===== src/design/lstc_pkg.sv =====
// Shared types and constants for the leap-second time converter.
`default_nettype none

package lstc_pkg;

  // Table depth and the index and count widths derived from it.
  localparam int MAX_LEAPS = 32;
  localparam int ADDR_W    = (MAX_LEAPS > 1) ? $clog2(MAX_LEAPS) : 1;
  localparam int CNT_W     = $clog2(MAX_LEAPS + 1);

  localparam logic [31:0] DAY_SECONDS = 32'd86400;
  localparam logic [30:0] NS_PER_SEC  = 31'd1_000_000_000;

  // Item action codes.
  localparam logic [1:0] ACT_LOAD = 2'd0;
  localparam logic [1:0] ACT_R2P  = 2'd1;
  localparam logic [1:0] ACT_P2R  = 2'd2;

  // Leap state codes.
  localparam logic signed [2:0] LS_NONE      = 3'sd0;
  localparam logic signed [2:0] LS_INS_NEXT  = 3'sd1;
  localparam logic signed [2:0] LS_INSERTING = 3'sd2;
  localparam logic signed [2:0] LS_DEL_NEXT  = -3'sd1;
  localparam logic signed [2:0] LS_DELETED   = -3'sd2;

  // Clock status codes.
  localparam logic [2:0] ST_OK       = 3'd0;
  localparam logic [2:0] ST_INS      = 3'd1;
  localparam logic [2:0] ST_DEL      = 3'd2;
  localparam logic [2:0] ST_IN_LEAP  = 3'd3;
  localparam logic [2:0] ST_WAIT     = 3'd4;

  // One leap table entry as stored in the table memory.
  typedef struct packed {
    logic [31:0]        transition;
    logic [31:0]        posix_leap;
    logic [31:0]        day_start;
    logic               is_insert;
    logic signed [7:0]  offset;
  } entry_t;

  // Verdict of the entry evaluator on one table entry.
  typedef struct packed {
    logic       match_hit;
    logic       stat_hit;
    logic [2:0] stat_code;
  } eval_t;

endpackage

`default_nettype wire


===== src/design/lstc_entry_eval.sv =====
// Compare unit that judges one table entry against the timestamp under conversion.
`default_nettype none

module lstc_entry_eval (
  input  wire logic             fwd,
  input  wire logic [31:0]      t,
  input  wire lstc_pkg::entry_t entry,
  output lstc_pkg::eval_t       verdict
);

  logic [32:0] t_w;
  logic [32:0] tr_w;

  assign t_w  = {1'b0, t};
  assign tr_w = {1'b0, entry.transition};

  always_comb begin
    verdict.match_hit = fwd ? (t >= entry.transition) : (t >= entry.posix_leap);
    verdict.stat_hit  = 1'b0;
    verdict.stat_code = lstc_pkg::ST_OK;
    // The status search only runs for right-to-POSIX items.
    if (fwd) begin
      if (entry.is_insert) begin
        if (t_w > tr_w + 33'd2) begin
          verdict.stat_hit  = 1'b1;
          verdict.stat_code = lstc_pkg::ST_OK;
        end else if (t_w > tr_w + 33'd1) begin
          verdict.stat_hit  = 1'b1;
          verdict.stat_code = lstc_pkg::ST_WAIT;
        end else if (t_w >= tr_w) begin
          verdict.stat_hit  = 1'b1;
          verdict.stat_code = lstc_pkg::ST_IN_LEAP;
        end else if (t >= entry.day_start) begin
          verdict.stat_hit  = 1'b1;
          verdict.stat_code = lstc_pkg::ST_INS;
        end
      end else begin
        if (t_w > tr_w + 33'd1) begin
          verdict.stat_hit  = 1'b1;
          verdict.stat_code = lstc_pkg::ST_OK;
        end else if (t_w > tr_w) begin
          verdict.stat_hit  = 1'b1;
          verdict.stat_code = lstc_pkg::ST_WAIT;
        end else if (t >= entry.day_start) begin
          verdict.stat_hit  = 1'b1;
          verdict.stat_code = lstc_pkg::ST_DEL;
        end
      end
    end
  end

endmodule

`default_nettype wire


===== config.mk =====
export PLATFORM = sky130hd
export DESIGN_NAME = lstc_entry_eval
export DESIGN_NICKNAME = d
export VERILOG_FILES = /design/src/design/lstc_pkg.sv /design/src/design/lstc_entry_eval.sv
export SDC_FILE = /design/constraint.sdc
export NUM_CORES = 1
export LEC_CHECK = 0
export ABC_AREA = 1
export BUFFER_PORTS_ARGS = -buffer_cell sky130_fd_sc_hd__buf_4
export CAP_MARGIN = 10
export CELL_PAD_IN_SITES_DETAIL_PLACEMENT = 0
export CELL_PAD_IN_SITES_GLOBAL_PLACEMENT = 1
export CORE_AREA = 2 2 110 138
export DETAILED_ROUTE_END_ITERATION = 12
export DIE_AREA = 0 0 112 140
export GPL_TIMING_DRIVEN = 1
export PLACE_DENSITY_LB_ADDON = 0.1
export SLEW_MARGIN = 20
export SYNTH_ARGS = -nofsm -noshare
export SYNTH_HDL_FRONTEND = slang
export SYNTH_SLANG_ARGS = --single-unit
export TNS_END_PERCENT = 100

===== constraint.sdc =====
create_clock -name vclk -period 3.75
set_input_delay 0.375 -clock vclk [all_inputs]
set_output_delay 0.375 -clock vclk [all_outputs]
set_load 0.03 [all_outputs]

==> results of run 1 <==
where the power goes:
part | total (mW) | internal [mW] | switching, mW | leakage (nW)
Clock | 0 | 0 | 0 | 0
Combinational | 0.697 | 0.310 | 0.387 | 3.94
Sequential | 0 | 0 | 0 | 0
Total | 0.697 | 0.310 | 0.387 | 3.94
final cells by class:
| cell class | instances | area share, % |
|---|---|---|
| multi-input combinational | 709 | 70.2 |
| timing repair buffer | 164 | 18.0 |
| inverter | 157 | 8.59 |
| tap | 178 | 3.25 |
timing repair:
action	4_1_cts	5_1_grt
setup endpoints to repair	0	4
setup buffers	0	3
resized for setup	0	19
hold buffers	0	0
synth_stat cells, drive strengths merged:
library cell | n | area (sq um)
a21o | 6 | 45.0
a21oi | 81 | 405
a31oi | 2 | 12.5
buf | 3 | 13.8
clkbuf | 1 | 3.75
clkinv | 2 | 7.51
ha | 161 | 2010
inv | 155 | 582
nand2 | 221 | 855
nand3 | 22 | 120
nand3b | 4 | 30.0
nand4 | 21 | 131
nor2 | 90 | 398
nor3 | 18 | 101
nor3b | 2 | 20.0
nor4 | 5 | 31.3
o211ai | 2 | 15.0
o21a | 3 | 22.5
o21ai | 23 | 115
o311ai | 1 | 8.76
xnor2 | 2 | 17.5
xor2 | 45 | 394
metal layers:
metal	GRT usage [%]	vias up
met4	4.36	0
met1	25.0	2500
met5	0	-
li1	-	3174
met2	39.3	114
met3	1.17	22
per-stage QoR:
| step | hold slack [ns] | utilization, % |
|---|---|---|
| 3_5_place_dp | 1.10 | 47.1 |
| 2_1_floorplan | 0.954 | - |
| 6_report | 1.10 | 47.8 |
| 4_1_cts | 1.11 | 47.1 |
| 5_1_grt | 1.15 | 47.8 |
| 3_3_place_gp | 1.11 | 47.1 |
worst max-delay path: stages:
cell,delay (ns)
buf_6,0.10
ha_4,0.13
inv_1,0.05
nor2_2,0.11
inv_2,0.09
nor3_4,0.26
nand4_1,0.16
xor2_1,0.20
nor2_1,0.09
a21oi_1,0.05
ha_1,0.30
inv_1,0.06
nor4_2,0.26
nand3_1,0.12
nor2_2,0.13
clkinv_1,0.10
a21oi_1,0.15
nand2_1,0.06
nor2_1,0.12
buf_4,0.17
cells by family after synthesis:
| kind of cell | Yosys count | synth area share (%) |
|---|---|---|
| buffers and inverters | 161 | 11.4 |
| adder cells (fa/ha/maj) | 161 | 37.7 |
| AND/OR/NAND/NOR | 383 | 31.6 |
| AO/OA/AOI/OAI | 118 | 11.7 |
| XOR/XNOR | 47 | 7.70 |
cell usage in the layout, fill, tap and decap left out, drive strengths merged:
cell type,netlist,final
nor4,5,5
buf,3,164
o21a,3,3
ha,161,161
o211ai,2,2
clkinv,2,2
o311ai,1,1
a21oi,81,81
nor3b,2,2
a31oi,2,2
nand2,221,221
o21ai,23,23
nand3b,4,4
nand4,21,21
nor3,18,18
inv,155,155
nand3,22,22
xnor2,2,2
nor2,90,90
a21o,6,6
xor2,45,45
worst paths after layout:
path | to | slack (ns) | start
max | verdict[1] | 0.26 | entry[74]
min | verdict[3] | 1.10 | fwd
==> qor.csv, run 1 <==
stage,metric,value,unit
run_status,outcome,"complete, no violations",
final_layout,multi_input_area,4820,sq um
final_layout,diodes,0,
routing,ant_nets,0,
final_layout,final_cells,1208,
routing,drt_drc_violations_left,0,
die,die_y,140,um
logic_synthesis,synth_nets,1169,
worst_hold_path,worst_hold_path_type,primary input to primary output,
die,initial_core_util,37.2,%
die,die_x,112,um
power_and_ir_drop,powerDensity,102,nW/um^2
worst_setup_path,cp.arrival,3.11,ns
routing,met1_length,7250,um
routing,firstDrtPassIters,4,
logic_synthesis,syn_avg_cell_area,6.14,sq um
logic_synthesis,synth-seq-area-share,0,%
final_layout,regArea,0,sq um
routing,avgViaCountPerCell,4.81,
final_layout,num-nets-final,1331,
placed_design,port_buffers,135,
job,cap_viol_max_count,0,
sta,maxSlewHeadroom,57.8,%
sta,setup_viol,0,
worst_hold_path,whs_path_depth,4,
sta,layout_setup_ws,0.261,ns
placed_design,dp_hpwl,14900,um
logic_synthesis,netlist_area,5340,sq um
die,die_area,15700,sq um
power_and_ir_drop,total_power,697,uW
worst_setup_path,critical_path_class,primary input to primary output,
sta,slew_viol_final,0,
routing,drtIter0Drc,163,
worst_setup_path,critPathMaxFanout,5,
routing,wl_per_cell,13.6,um
global_routing,grt_pass1_wl,26500,um
sta,fin_crit_sh,93.0,%
sta,period_minus_slack,3.49,ns
placed_design,dpl_cell_area,6760,sq um
sta,hold_violations,0,
global_routing,grt_pass1_vias,5564,
final_layout,num-clock-buffers,0,
global_routing,overflow,0,
final_layout,drive_above_1_share,20.0,%
routing,dr_wl_met3,486,um
final_layout,fillCellCount,1619,
die,rows,49,
placed_design,dp.cells,1205,
sta,tightestPinTransition,0.627,ns
sta,fmax,0.287,GHz
worst_setup_path,cp-end-kind,primary output,
die,ioPinCount,143,
worst_setup_path,cp.required,3.38,ns
sta,tns,0,ns
logic_synthesis,ys_warn_count,0,
routing,top_layer_used,met4,
placed_design,gp_congestion,0.844,
global_routing,grt_usage,20.5,%
final_layout,areaGrowthSynthToFinish,28.4,%
final_layout,seq_cells,0,
power_and_ir_drop,cellLeakagePower,3.94,nW
routing,vias,5810,
power_and_ir_drop,irDropWorstVdd,0.0000447,V
global_routing,antenna_found_initial,0,
placed_design,post-place-ws,0.0821,ns
global_routing,grt_max_degree,17,
die,coreArea,14300,sq um
logic_synthesis,ys_types,32,
worst_setup_path,critPathLaunchType,primary input,
logic_synthesis,postSynthCellCount,870,
routing,wl_met2,8210,um
final_layout,fin_area,6860,sq um
routing,wl,16400,um
Note: power is estimated with default switching activity, not from simulation.
==> inputs of run 2 (changes only) <==
Settings changed: ABC_AREA 1 to 0, CORE_AREA 2 2 110 138 to 2 2 104 131, DIE_AREA 0 0 112 140 to 0 0 106 133.
==> qor.csv, run 2 <==
stage,metric,value,unit,change
logic_synthesis,yosys-top-cells-count,"161 x ha_1, 105 x inv_1, 59 x xnor2_1",,
logic_synthesis,ys_types,51,,+59%
sta,tightestPinTransition,0.665,ns,+0.0384 ns
routing,wl,18700,um,+14%
routing,vias,5877,,+1.2%
logic_synthesis,netlist_area,5020,sq um,-6.0%
die,die_area,14100,sq um,-10%
final_layout,fin_area,7360,sq um,+7.3%
logic_synthesis,yosys.area.top_type_share,40.1,%,+2.4 points
final_layout,regArea,0,sq um,unchanged
worst_setup_path,critPathMaxFanout,4,,-1
logic_synthesis,yosysMostFrequentCell,ha_1,,
final_layout,num-nets-final,1223,,-8.1%
final_layout,areaGrowthSynthToFinish,46.6,%,
cts,holdBufCountCts,0,,unchanged
routing,drt_drc_violations_left,0,,unchanged
global_routing,grt_pass1_vias,6031,,+8.4%
logic_synthesis,yosys.area.top_type,ha_1,,
worst_setup_path,crit_path_top_delay_cell,ha_1,,
routing,firstDrtPassIters,4,,unchanged
job,cap_viol_max_count,0,,unchanged
final_layout,seq_cells,0,,unchanged
power_and_ir_drop,cellLeakagePower,3.82,nW,-3.0%
die,die_x,106,um,-5.4%
worst_setup_path,cp-end-kind,primary output,,
run_status,outcome,finished with violations,,
placed_design,gp_congestion,0.976,,+16%
logic_synthesis,synth-seq-area-share,0,%,unchanged
routing,avgViaCountPerCell,5.38,,+12%
sta,maxSlewHeadroom,55.2,%,-2.6 points
sta,slew_viol_final,0,,unchanged
sta,fmax,0.242,GHz,-16%
die,ioPinCount,143,,unchanged
worst_setup_path,path_cells,buf_8 -> ha_4 -> nand3_4 -> nor4_4 -> buf_4 -> nand4_4 -> nor4_4 -> nand2_1 -> xnor2_2 -> ha_1 -> nand4_1 -> nor4_2 -> buf_4 -> a21oi_2 -> a211oi_2 -> o211ai_1 -> buf_4 -> buf_4 -> mux2i_1 -> nor2_2 -> buf_6,,
final_layout,diodes,0,,unchanged
global_routing,overflow,0,,unchanged
sta,fin_crit_sh,110,%,+17 points
worst_setup_path,critPathLaunchType,primary input,,
routing,drtIter0Drc,204,,+25%
sta,tns,-1.26,ns,-1.26 ns
global_routing,grt_usage,25.7,%,+5.3 points
placed_design,dp.cells,1077,,-11%
global_routing,grt_max_degree,11,,-6
die,rows,47,,-4.1%
final_layout,mostFrequentLayoutCells,"236 x buf_4, 159 x ha_1, 105 x inv_1",,
worst_setup_path,cpMostUsedCell,buf_4,,
sta,layout_setup_ws,-0.389,ns,-0.650 ns
sta,setup_viol,4,,+4
die,die_y,133,um,-5.0%
sta,period_minus_slack,4.14,ns,+0.650 ns
worst_hold_path,worst_hold_path_type,primary input to primary output,,
placed_design,dpl_cell_area,7040,sq um,+4.2%
routing,wl_per_cell,17.1,um,+26%
worst_setup_path,cp.arrival,3.76,ns,+0.65 ns
logic_synthesis,syn_avg_cell_area,7.37,sq um,+20%
run_status,violations,setup timing,,
worst_setup_path,cpPeakStageDelay,0.30,ns,about the same
worst_hold_path,whs_path_depth,3,,-1
global_routing,antenna_found_initial,0,,unchanged
sta,rsz0062_at_grt,true,,
placed_design,port_buffers,135,,unchanged
die,coreArea,13000,sq um,-9.4%
worst_setup_path,critical_path_class,primary input to primary output,,
logic_synthesis,ys_warn_count,0,,unchanged
die,initial_core_util,38.7,%,+1.4 points
final_layout,final_common_cell,buf_4,,
placed_design,dp_hpwl,16400,um,+9.8%
power_and_ir_drop,irDropWorstVdd,0.0000535,V,+20%
final_layout,num-clock-buffers,0,,unchanged
logic_synthesis,postSynthCellCount,682,,-22%
final_layout,final_cells,1093,,-9.5%
logic_synthesis,synth_nets,981,,-16%
sta,hold_violations,0,,unchanged
worst_setup_path,cp.required,3.38,ns,about the same
routing,ant_nets,0,,unchanged
global_routing,grt_pass1_wl,29100,um,+9.9%
final_layout,drive_above_1_share,31.9,%,+12 points
power_and_ir_drop,powerDensity,108,nW/um^2,+6.0%
logic_synthesis,synth.area.top_cells,"ha_1 40%, xnor2_1 10%, inv_1 7.8%, a21oi_1 5.1%, nand2_1 4.3%",,
## run 2: area by class of cell
type,instances,area [sq um]
Timing Repair Buffer,245,1880
Multi-Input combinational cell,571,4870
Tap cell,171,214
Inverter,106,398
Fill cell,1271,5630
## run 2: per-stage QoR
step | power (mW) | hold slack [ns] | setup WS, ns | util [%]
after floorplan | 0.399 | 0.920 | -0.112 | -
after global placement | 0.727 | 1.11 | -0.540 | 54.2
after detailed placement | 0.747 | 1.12 | -0.588 | 54.2
after CTS | 0.772 | 1.12 | -0.248 | 55.4
after global routing | 0.881 | 1.14 | -0.502 | 56.6
final | 0.793 | 1.12 | -0.389 | 56.6
## run 2: cell families (layout without fill, tap and decap cells)
family	Yosys count	count (layout)	share of synthesized area [%]
compound gates	146	146	18.5
fa+ha+maj	161	161	40.1
simple gates	204	204	22.5
xor+xnor	59	59	10.3
buf+inv	111	351	8.39
mux	1	1	0.199
## run 2: repair_timing
item                       4_1_cts  5_1_grt
pin swaps                       32       12
setup endpoints to repair        4        5
cloned                           0        0
gates resized for setup         28       17
setup buffers                    8        8
## run 2: metal layers
| metal | share of wire [%] | GRT usage [%] |
|---|---|---|
| met5 | 0 | 0 |
| met4 | 2.6 | 5.85 |
| met3 | 4.0 | 1.43 |
| met2 | 51 | 48.4 |
| met1 | 43 | 31.9 |
## run 2: power by group
group	internal, mW	switching (mW)
Clock	0	0
Sequential	0	0
Combinational	0.378	0.414
Total	0.378	0.414
## run 2: final timing paths
path / startpoint / end / slack, ns
hold / removal: fwd / verdict[4] / 1.12
setup / recovery: entry[75] / verdict[2] / -0.39
## run 2: worst max-delay path: cells and delay by family
family	cells	cell delay, ns
AOI/OAI and AO/OA	3	0.38
xor gates and xnor gates	1	0.16
adders and majority gates	2	0.44
buffers and inverters	6	0.88
muxes	1	0.12
and+or+nand+nor	8	1.42
