--- config.mk ---
export PLATFORM = sky130hd
export DESIGN_NAME = lstc_ram
export DESIGN_NICKNAME = d
export VERILOG_FILES = /design/src/design/lstc_ram.sv
export SDC_FILE = /design/constraint.sdc
export NUM_CORES = 1
export LEC_CHECK = 0
export BUFFER_PORTS_ARGS = -buffer_cell sky130_fd_sc_hd__buf_2
export CAP_MARGIN = 20
export CORE_MARGIN = 1
export CORE_UTILIZATION = 55
export DETAILED_ROUTE_END_ITERATION = 12
export PLACE_DENSITY = 0.72
export SYNTH_ARGS = -nofsm -noshare
export SYNTH_HDL_FRONTEND = slang
export SYNTH_SLANG_ARGS = --single-unit
--- constraint.sdc ---
create_clock -name clk -period 1.8 [get_ports clk]
set_clock_uncertainty 0.15 [all_clocks]
set_input_delay 0 -clock clk [delete_from_list [all_inputs] [get_ports clk]]
set_output_delay 0 -clock clk [all_outputs]
set_load 0.01 [all_outputs]
--- src/design/lstc_ram.sv ---
// Generic single-write, single-read memory with a registered read port.
`default_nettype none

module lstc_ram #(
  parameter int WIDTH = 8,
  parameter int DEPTH = 32,
  localparam int AW   = (DEPTH > 1) ? $clog2(DEPTH) : 1
) (
  input  wire logic             clk,
  input  wire logic             we,
  input  wire logic [AW-1:0]    waddr,
  input  wire logic [WIDTH-1:0] wdata,
  input  wire logic [AW-1:0]    raddr,
  output logic      [WIDTH-1:0] rdata
);

  logic [WIDTH-1:0] mem [DEPTH];

  always_ff @(posedge clk) begin
    if (we) begin
      mem[waddr] <= wdata;
    end
    rdata <= mem[raddr];
  end

endmodule

`default_nettype wire

==> impl_results.html, run 1 <==
<table>
<tr><th>Metric</th><th>Value</th></tr>
<tr><th colspan="2">Worst setup path</th></tr>
<tr><td>Max Fanout on Critical Path</td><td>1</td></tr>
<tr><td>Reg2Reg Setup Slack</td><td>-0.20 ns</td></tr>
<tr><td>CP endpoint</td><td>rdata[0]$_DFF_P_</td></tr>
<tr><td>Critical path origin</td><td>mem[5][0]$_DFFE_PP_</td></tr>
<tr><td>Cell depth of the worst flop-to-flop path</td><td>3</td></tr>
<tr><td>Endpoint arrival time on the critical path</td><td>between 2 and 2.5 ns</td></tr>
<tr><td>Endpoint required time on the critical path</td><td>~2.0 ns</td></tr>
<tr><td>Worst setup path class</td><td>reg -&gt; reg</td></tr>
<tr><td>Crit path launch type</td><td>flop</td></tr>
<tr><td>Worst reg2reg startpoint</td><td>mem[5][0]$_DFFE_PP_</td></tr>
<tr><td>Critical Path Sink Type</td><td>flop</td></tr>
<tr><td>R2r endpoint</td><td>rdata[0]$_DFF_P_</td></tr>
<tr><th colspan="2">Synth</th></tr>
<tr><td>Top area cells in the synthesized netlist</td><td>sky130_fd_sc_hd__edfxtp_1, sky130_fd_sc_hd__mux4_2, sky130_fd_sc_hd__dfxtp_1, sky130_fd_sc_hd__nor2_1, sky130_fd_sc_hd__mux2_2</td></tr>
<tr><td>Synthesized area per cell</td><td>24.11 sq um</td></tr>
<tr><td>Gate count of the mapped netlist</td><td>417</td></tr>
<tr><td>Post-synthesis sequential element count</td><td>264</td></tr>
<tr><td>Synthesis Warnings</td><td>0</td></tr>
<tr><td>Synthesized netlist net count</td><td>roughly 440</td></tr>
<tr><td>Area fraction of the dominant cell type after synthesis</td><td>0.7647</td></tr>
<tr><td>Cell type with the largest total area after synthesis</td><td>sky130_fd_sc_hd__edfxtp_1</td></tr>
<tr><td>Sequential-to-total area share from yosys stat</td><td>0.7806</td></tr>
<tr><td>Cell variety after synth</td><td>15</td></tr>
<tr><td>Area of the mapped netlist</td><td>10050 sq um</td></tr>
<tr><th colspan="2">Pwr</th></tr>
<tr><td>Maximum VDD drop</td><td>~0.00074 V</td></tr>
<tr><td>Power per unit of standard cell area</td><td>about 1100 nW/um^2</td></tr>
<tr><td>Final Total Pwr</td><td>roughly 13 mW</td></tr>
<tr><td>Static leakage</td><td>around 3.8 nW</td></tr>
<tr><th colspan="2">Floorplanning</th></tr>
<tr><td>Row cnt</td><td>49</td></tr>
<tr><td>Number of placed I/O pins</td><td>28</td></tr>
<tr><td>Die Y-Extent</td><td>around 140 um</td></tr>
<tr><td>Horizontal die dimension</td><td>approximately 140 um</td></tr>
<tr><td>CORE AREA</td><td>around 18000 sq um</td></tr>
<tr><td>Starting density of the core</td><td>0.5597</td></tr>
<tr><td>Die Footprint</td><td>~19000 sq um</td></tr>
<tr><th colspan="2">Drt</th></tr>
<tr><td>WL met1</td><td>around 8700 um</td></tr>
<tr><td>Highest metal used</td><td>met5</td></tr>
<tr><td>1st-pass router iterations</td><td>6</td></tr>
<tr><td>Number of vias after detailed routing</td><td>roughly 4700</td></tr>
<tr><td>Routed length per instance</td><td>27.12 um</td></tr>
<tr><td>Count of nets left with antenna violations after detail routing</td><td>0</td></tr>
<tr><td>Number of DRC violations after detailed-routing iteration 0</td><td>~470</td></tr>
<tr><td>Drt via density</td><td>between 6 and 7</td></tr>
<tr><td>Post-Route WL</td><td>20370 um</td></tr>
<tr><td>DRC</td><td>0</td></tr>
<tr><td>Wire length on met3</td><td>1627 um</td></tr>
<tr><td>Routed wire length on met2</td><td>between 9000 and 10000 um</td></tr>
<tr><th colspan="2">Clock tree</th></tr>
<tr><td>Number of clock sinks</td><td>264</td></tr>
<tr><td>Number of levels the H-tree was split into</td><td>1</td></tr>
<tr><td>Root buf cell</td><td>sky130_fd_sc_hd__clkbuf_16</td></tr>
<tr><td>Clk pin slew, worst setup/hold paths</td><td>0.06 ns</td></tr>
<tr><td>Max clock buf depth</td><td>3</td></tr>
<tr><td>Skew-Pair Late Insertion Delay</td><td>approximately 0.52 ns</td></tr>
<tr><td>CTS Buf Count</td><td>27</td></tr>
<tr><td>CTS tree</td><td>yes</td></tr>
<tr><th colspan="2">Timing</th></tr>
<tr><td>Fmax</td><td>~500 MHz</td></tr>
<tr><td>Final period util</td><td>1.113</td></tr>
<tr><td>Final-layout setup total negative slack</td><td>-1.222 ns</td></tr>
<tr><td>Count of endpoints failing hold in the final timing report</td><td>0</td></tr>
<tr><td>Tightest Pin Transition</td><td>approximately 0.65 ns</td></tr>
<tr><td>Setup slack of the critical path after layout</td><td>-0.2035 ns</td></tr>
<tr><td>Setup repair after global routing missed its margin</td><td>true</td></tr>
<tr><td>Tmin final</td><td>approximately 2.0 ns</td></tr>
<tr><td>Final setup vio count</td><td>8</td></tr>
<tr><td>Max Transition Viols Final</td><td>0</td></tr>
<tr><td>Max-slew headroom at the worst pin</td><td>0.5676</td></tr>
<tr><td>Final worst hold slack</td><td>0.02436 ns</td></tr>
<tr><th colspan="2">Placement</th></tr>
<tr><td>Worst-case setup slack after placement</td><td>-0.2793 ns</td></tr>
<tr><td>Cells after DPL</td><td>approximately 690</td></tr>
<tr><td>Final HPWL DP</td><td>~13000 um</td></tr>
<tr><td>Final weighted congestion in routability-driven placement</td><td>0.7511</td></tr>
<tr><td>Number of input and output port buffers inserted</td><td>27</td></tr>
<tr><th colspan="2">GRT</th></tr>
<tr><td>Global-route usage over all layers</td><td>0.2285</td></tr>
<tr><td>Grt ovf</td><td>0</td></tr>
<tr><td>Wire length of the first global-routing pass</td><td>between 20000 and 30000 um</td></tr>
<tr><td>Number of antenna violations at the first check in global routing</td><td>2</td></tr>
<tr><td>Number of global-route vias before repair</td><td>around 4600</td></tr>
<tr><td>Pin count of the biggest net entering global routing</td><td>36</td></tr>
<tr><th colspan="2">Final layout</th></tr>
<tr><td>Syn-to-layout area delta</td><td>15.93%</td></tr>
<tr><td>Final cell count without fillers</td><td>approximately 750</td></tr>
<tr><td>Count of antenna diodes in the layout</td><td>0</td></tr>
<tr><td>Count of fill cells added during filler insertion</td><td>1150</td></tr>
<tr><td>Number of nets in the finished design</td><td>around 520</td></tr>
<tr><td>Layout cell share with drive strength beyond 1</td><td>0.3659</td></tr>
<tr><th colspan="2">Job</th></tr>
<tr><td>Number of max-cap violations</td><td>0</td></tr>
<tr><th colspan="2">Run status</th></tr>
<tr><td>Outcome</td><td>finished with violations</td></tr>
<tr><td>Failing checks</td><td>negative setup slack</td></tr>
<tr><th colspan="2">Min path</th></tr>
<tr><td>Worst Hold Class</td><td>in -&gt; reg</td></tr>
</table>
worst min path at each step:
stage,depth (start not counted),start,endpoint
2_1_floorplan,0,wdata[0],mem[0][0]$_DFFE_PP_
3_3_place_gp,1,rdata[6]$_DFF_P_,rdata[6]
3_5_place_dp,1,rdata[4]$_DFF_P_,rdata[4]
4_1_cts,4,waddr[2],mem[4][7]$_DFFE_PP_
5_1_grt,3,raddr[4],rdata[7]$_DFF_P_
6_report,4,raddr[1],rdata[4]$_DFF_P_
Yosys cell counts (all sizes together):
library cell and count:
buf 14, clkbuf 6, dfxtp 8, edfxtp 256
mux2 8, mux4 80, nand2 1, nand3 2
nand3b 5, nor2 33, or3 1, or3b 3
report_power, final:
| part | internal, mW | switching, mW | leakage (nW) |
|---|---|---|---|
| clock | 2.89 | 2.15 | 0.389 |
| sequential | 6.84 | 0.0269 | 2.37 |
| combinational | 0.324 | 0.376 | 0.995 |
| total | 10.0 | 2.56 | 3.76 |
flip-flops by register name, summed over array words and instances, names as in the netlist:
register	flops
mem	256
rdata	8
critical path, stage by stage (launching register included):
cell                       delay (ns)
sky130_fd_sc_hd__edfxtp_1        0.36
sky130_fd_sc_hd__mux4_2          0.52
sky130_fd_sc_hd__mux4_2          0.55
sky130_fd_sc_hd__mux2_4          0.30
cell usage in the layout (no fill, tap or decap):
cell                              n
sky130_fd_sc_hd__mux2_4           3
sky130_fd_sc_hd__clkbuf_16       27
sky130_fd_sc_hd__nand3_1          2
sky130_fd_sc_hd__nor2_1          33
sky130_fd_sc_hd__edfxtp_1       256
sky130_fd_sc_hd__bufinv_16        1
sky130_fd_sc_hd__clkinv_1         9
sky130_fd_sc_hd__mux2_2           5
sky130_fd_sc_hd__nand3b_1         5
sky130_fd_sc_hd__or3_1            1
sky130_fd_sc_hd__inv_6            1
sky130_fd_sc_hd__buf_12           7
sky130_fd_sc_hd__clkinv_2         4
sky130_fd_sc_hd__clkbuf_1         7
sky130_fd_sc_hd__or3b_2           3
sky130_fd_sc_hd__nand2_1          1
sky130_fd_sc_hd__dlygate4sd3_1    9
sky130_fd_sc_hd__buf_2           26
sky130_fd_sc_hd__dfxtp_1          8
sky130_fd_sc_hd__buf_4           34
sky130_fd_sc_hd__mux4_2          80
routing by layer:
metal / GRT usage / vias to the layer above
li1: - / 1947
met1: 0.3548 / 2464
met2: 0.3451 / 225
met3: 0.03495 / 32
met4: 0.05800 / 2
met5: 0 / -
per-stage QoR:
| stage | area (sq um) | utilization |
|---|---|---|
| CTS | 11650 | 0.6486 |
| global placement | 10760 | 0.5989 |
| detailed placement | 10760 | 0.5989 |
| floorplan | 10090 | - |
| finish | 11650 | 0.6488 |
| global route | 11650 | 0.6488 |
what timing repair did:
action                                  in CTS  in global routing
gates resized for setup                      2                  1
endpoints found under the hold margin      264                  0
cloned                                       0                  0
setup buffers                                0                  0
endpoints found under the setup margin       8                  8
hold buffers                                 9                  0
layout make-up:
class	instances	area [sq um]	share of cell area
well taps	229	286.5	0.02458
clock inverters	15	92.59	0.007944
multi-input cells	133	2111	0.1811
clock buffers	34	701.9	0.06023
repair buffers	76	615.6	0.05282
flip-flops and latches	264	7848	0.6733
cells by family (layout without fill, tap and decap cells):
family                 count (synthesis)  after routing  share of synthesized area
buffers and inverters                 20            125                    0.01058
AND/OR/NAND/NOR                       45             45                    0.02066
multiplexers                          88             88                     0.1882
flip-flops                           264            264                     0.7806
(Power assumes the default switching activity.)
==> run 2, diff against run 1 <==
==> constraint.sdc (replaced) <==
create_clock -name clk -period 1.8 [get_ports clk]
set_clock_uncertainty 0.15 [all_clocks]
set_input_delay 0.27 -clock clk [delete_from_list [all_inputs] [get_ports clk]]
set_output_delay 0.27 -clock clk [all_outputs]
set_load 0.01 [all_outputs]
==> impl_results.html, run 2 (synthesis gave the netlist of run 1 again) <==
<table>
<tr><th>Metric</th><th>Value</th></tr>
<tr><th colspan="2">Final layout</th></tr>
<tr><td>Commonest non-fill, non-tap cell in the layout</td><td>sky130_fd_sc_hd__edfxtp_1</td></tr>
<tr><td>Number of nets in the finished design</td><td>527 (+0.96%)</td></tr>
<tr><td>Final core utilization</td><td>0.6658 (+0.01700)</td></tr>
<tr><td>Layout cell share with drive strength beyond 1</td><td>0.4205 (+0.05455)</td></tr>
<tr><td>Largest register by flop count</td><td>mem</td></tr>
<tr><td>Syn-to-layout area delta</td><td>18.97%</td></tr>
<tr><td>Count of antenna diodes in the layout</td><td>0 (unchanged)</td></tr>
<tr><td>Commonest cells after routing, fill and taps aside</td><td>sky130_fd_sc_hd__edfxtp_1, sky130_fd_sc_hd__mux4_2, sky130_fd_sc_hd__buf_4</td></tr>
<tr><td>Flip-flop count of the largest register, all copies and words added</td><td>256 (unchanged)</td></tr>
<tr><td>Finished layout cell area</td><td>11960 sq um (+2.6%)</td></tr>
<tr><td>Largest registers ranked by flip-flop count</td><td>mem x256, rdata x8</td></tr>
<tr><th colspan="2">Timing</th></tr>
<tr><td>Tightest Pin Transition</td><td>0.5975 ns (-0.05110 ns)</td></tr>
<tr><td>Tmin final</td><td>1.969 ns (-0.03422 ns)</td></tr>
<tr><td>Max Transition Viols Final</td><td>0 (unchanged)</td></tr>
<tr><td>Setup slack of the critical path after layout</td><td>-0.1693 ns (+0.03422 ns)</td></tr>
<tr><td>Fmax</td><td>507.8 MHz (+1.7%)</td></tr>
<tr><td>Max-slew headroom at the worst pin</td><td>0.6016 (+0.03407)</td></tr>
<tr><td>Final setup vio count</td><td>8 (unchanged)</td></tr>
<tr><td>Setup repair after global routing missed its margin</td><td>true</td></tr>
<tr><td>Count of endpoints failing hold in the final timing report</td><td>0 (unchanged)</td></tr>
<tr><td>Final period util</td><td>1.094 (-0.01901)</td></tr>
<tr><th colspan="2">GRT</th></tr>
<tr><td>Pin count of the biggest net entering global routing</td><td>33 (-8.3%)</td></tr>
<tr><td>Global-route usage over all layers</td><td>0.2386 (+0.01013)</td></tr>
<tr><td>Number of global-route vias before repair</td><td>4858 (+4.9%)</td></tr>
<tr><td>Wire length of the first global-routing pass</td><td>30910 um (+3.6%)</td></tr>
<tr><td>Number of antenna violations at the first check in global routing</td><td>0 (-2)</td></tr>
<tr><td>Grt ovf</td><td>0 (unchanged)</td></tr>
<tr><th colspan="2">Clock tree</th></tr>
<tr><td>Number of setup buffers added after CTS</td><td>0 (unchanged)</td></tr>
<tr><td>CTS hold repair buffers</td><td>0 (-9)</td></tr>
<tr><td>CTS Buf Count</td><td>27 (unchanged)</td></tr>
<tr><td>Number of levels the H-tree was split into</td><td>1 (unchanged)</td></tr>
<tr><td>Max clock buf depth</td><td>3 (unchanged)</td></tr>
<tr><td>CTS tree</td><td>yes</td></tr>
<tr><td>Number of clock sinks</td><td>264 (unchanged)</td></tr>
<tr><td>Clk pin slew, worst setup/hold paths</td><td>0.07 ns (about the same)</td></tr>
<tr><td>Skew-Pair Late Insertion Delay</td><td>0.53 ns (about the same)</td></tr>
<tr><td>Root buf cell</td><td>sky130_fd_sc_hd__clkbuf_16</td></tr>
<tr><th colspan="2">Floorplanning</th></tr>
<tr><td>Number of placed I/O pins</td><td>28 (unchanged)</td></tr>
<tr><td>Die Y-Extent</td><td>137.2 um (unchanged)</td></tr>
<tr><td>Horizontal die dimension</td><td>137.2 um (unchanged)</td></tr>
<tr><td>CORE AREA</td><td>17960 sq um (unchanged)</td></tr>
<tr><td>Die Footprint</td><td>18820 sq um (unchanged)</td></tr>
<tr><td>Row cnt</td><td>49 (unchanged)</td></tr>
<tr><td>Starting density of the core</td><td>0.5597 (unchanged)</td></tr>
<tr><th colspan="2">Run status</th></tr>
<tr><td>Failing checks</td><td>negative setup slack</td></tr>
<tr><td>Outcome</td><td>finished with violations</td></tr>
<tr><th colspan="2">Worst setup path</th></tr>
<tr><td>R2r endpoint</td><td>rdata[1]$_DFF_P_</td></tr>
<tr><td>Max Fanout on Critical Path</td><td>1 (unchanged)</td></tr>
<tr><td>Endpoint required time on the critical path</td><td>2.05 ns (about the same)</td></tr>
<tr><td>Worst setup path class</td><td>reg -&gt; reg</td></tr>
<tr><td>Cell depth of the worst flop-to-flop path</td><td>3 (unchanged)</td></tr>
<tr><td>Critical Path Sink Type</td><td>flop</td></tr>
<tr><td>Reg2Reg Setup Slack</td><td>-0.17 ns (+0.03 ns)</td></tr>
<tr><td>CP endpoint</td><td>rdata[1]$_DFF_P_</td></tr>
<tr><td>Crit path launch type</td><td>flop</td></tr>
<tr><td>Endpoint arrival time on the critical path</td><td>2.22 ns (-0.03 ns)</td></tr>
<tr><td>Worst reg2reg startpoint</td><td>mem[23][1]$_DFFE_PP_</td></tr>
<tr><td>Critical path origin</td><td>mem[23][1]$_DFFE_PP_</td></tr>
<tr><th colspan="2">Drt</th></tr>
<tr><td>Routed length per instance</td><td>27.65 um (+1.9%)</td></tr>
<tr><td>Number of DRC violations after detailed-routing iteration 0</td><td>468 (-0.85%)</td></tr>
<tr><td>Post-Route WL</td><td>20930 um (+2.8%)</td></tr>
<tr><td>1st-pass router iterations</td><td>5 (-1)</td></tr>
<tr><td>Drt via density</td><td>6.205 (-0.22%)</td></tr>
<tr><td>DRC</td><td>0 (unchanged)</td></tr>
<tr><td>Number of vias after detailed routing</td><td>4697 (+0.58%)</td></tr>
<tr><td>Count of nets left with antenna violations after detail routing</td><td>0 (unchanged)</td></tr>
<tr><th colspan="2">Placement</th></tr>
<tr><td>Post-detailed-placement cell area</td><td>10980 sq um (+2.0%)</td></tr>
<tr><td>Worst-case setup slack after placement</td><td>-0.5441 ns (-0.2647 ns)</td></tr>
<tr><td>Number of input and output port buffers inserted</td><td>27 (unchanged)</td></tr>
<tr><td>Final HPWL DP</td><td>12850 um (+2.6%)</td></tr>
<tr><td>Final weighted congestion in routability-driven placement</td><td>0.7439 (-0.96%)</td></tr>
<tr><th colspan="2">Pwr</th></tr>
<tr><td>Power per unit of standard cell area</td><td>1127 nW/um^2 (+4.2%)</td></tr>
<tr><td>Static leakage</td><td>3.911 nW (+4.0%)</td></tr>
<tr><td>Final Total Pwr</td><td>13.48 mW (+6.9%)</td></tr>
<tr><td>Maximum VDD drop</td><td>0.0008760 V (+18%)</td></tr>
<tr><th colspan="2">Job</th></tr>
<tr><td>Number of max-cap violations</td><td>0 (unchanged)</td></tr>
<tr><th colspan="2">Min path</th></tr>
<tr><td>Worst Hold Class</td><td>in -&gt; reg</td></tr>
</table>
run 2: changes by cell type in the layout (fill, tap and decap cells not counted), moves of 4 or more:
cell                            before  now
sky130_fd_sc_hd__dlygate4sd3_1       9    0
sky130_fd_sc_hd__buf_12              7   15
sky130_fd_sc_hd__buf_4              34   40
sky130_fd_sc_hd__nor2_1             33   27
sky130_fd_sc_hd__nor2_2              0    6
sky130_fd_sc_hd__bufinv_16           1    6
sky130_fd_sc_hd__clkbuf_1            7    2
sky130_fd_sc_hd__clkinv_1            9    4
sky130_fd_sc_hd__mux2_2              5    1
sky130_fd_sc_hd__mux2_4              3    7
run 2: layout make-up:
cell class                      instances  area [sq um]
Sequential cell                       264          7848
Fill cell                            1106          6003
Multi-Input combinational cell        133          2141
Timing Repair Buffer                   81         730.7
Clock buffer                           30         696.9
Tap cell                              229         286.5
Clock inverter                         20         257.7
run 2: critical path: stages, from the launching register on:
cell and delay, ns:
sky130_fd_sc_hd__edfxtp_1 0.37, sky130_fd_sc_hd__mux4_2 0.52, sky130_fd_sc_hd__mux4_2 0.52, sky130_fd_sc_hd__mux2_4 0.28
run 2: timing repair:
| item | CTS | global route |
|---|---|---|
| cloned | 0 | 0 |
| setup endpoints to repair | 8 | 8 |
| resized for setup | 6 | 1 |
run 2: worst min path at each step:
stage                                 from                  end  slack, ns  cells past startpoint
after floorplan                   wdata[0]  mem[0][0]$_DFFE_PP_       0.22                      0
after global placement    rdata[6]$_DFF_P_             rdata[6]       0.52                      1
after detailed placement  rdata[6]$_DFF_P_             rdata[6]       0.52                      1
after CTS                         raddr[3]     rdata[2]$_DFF_P_       0.03                      2
after global routing              raddr[3]     rdata[2]$_DFF_P_       0.05                      2
final                             raddr[3]     rdata[2]$_DFF_P_       0.06                      2
run 2: metal layers:
metal	wire length, um	part of all wire	global-route usage	vias up
met4	410	0.020	0.06593	0
met5	0	0	0	-
met1	8674	0.41	0.3404	2491
met2	10290	0.49	0.3791	213
met3	1555	0.074	0.05040	32
li1	-	-	-	1961
run 2: power by group:
group / internal [mW] / switching [mW] / total (mW) / leakage (nW)
Combinational: 0.344 / 0.363 / 0.707 / 1.07
Clock: 3.65 / 2.25 / 5.90 / 0.466
Sequential: 6.83 / 0.0318 / 6.87 / 2.37
run 2: through the flow:
stage	std cells	hold WS, ns	setup TNS, ns
floorplan	417	0.2189	-2.868
global placement	707	0.5214	-3.985
detailed placement	707	0.5235	-4.318
CTS	757	0.03145	-1.095
global route	757	0.04716	-1.319
finish	757	0.06009	-1.072
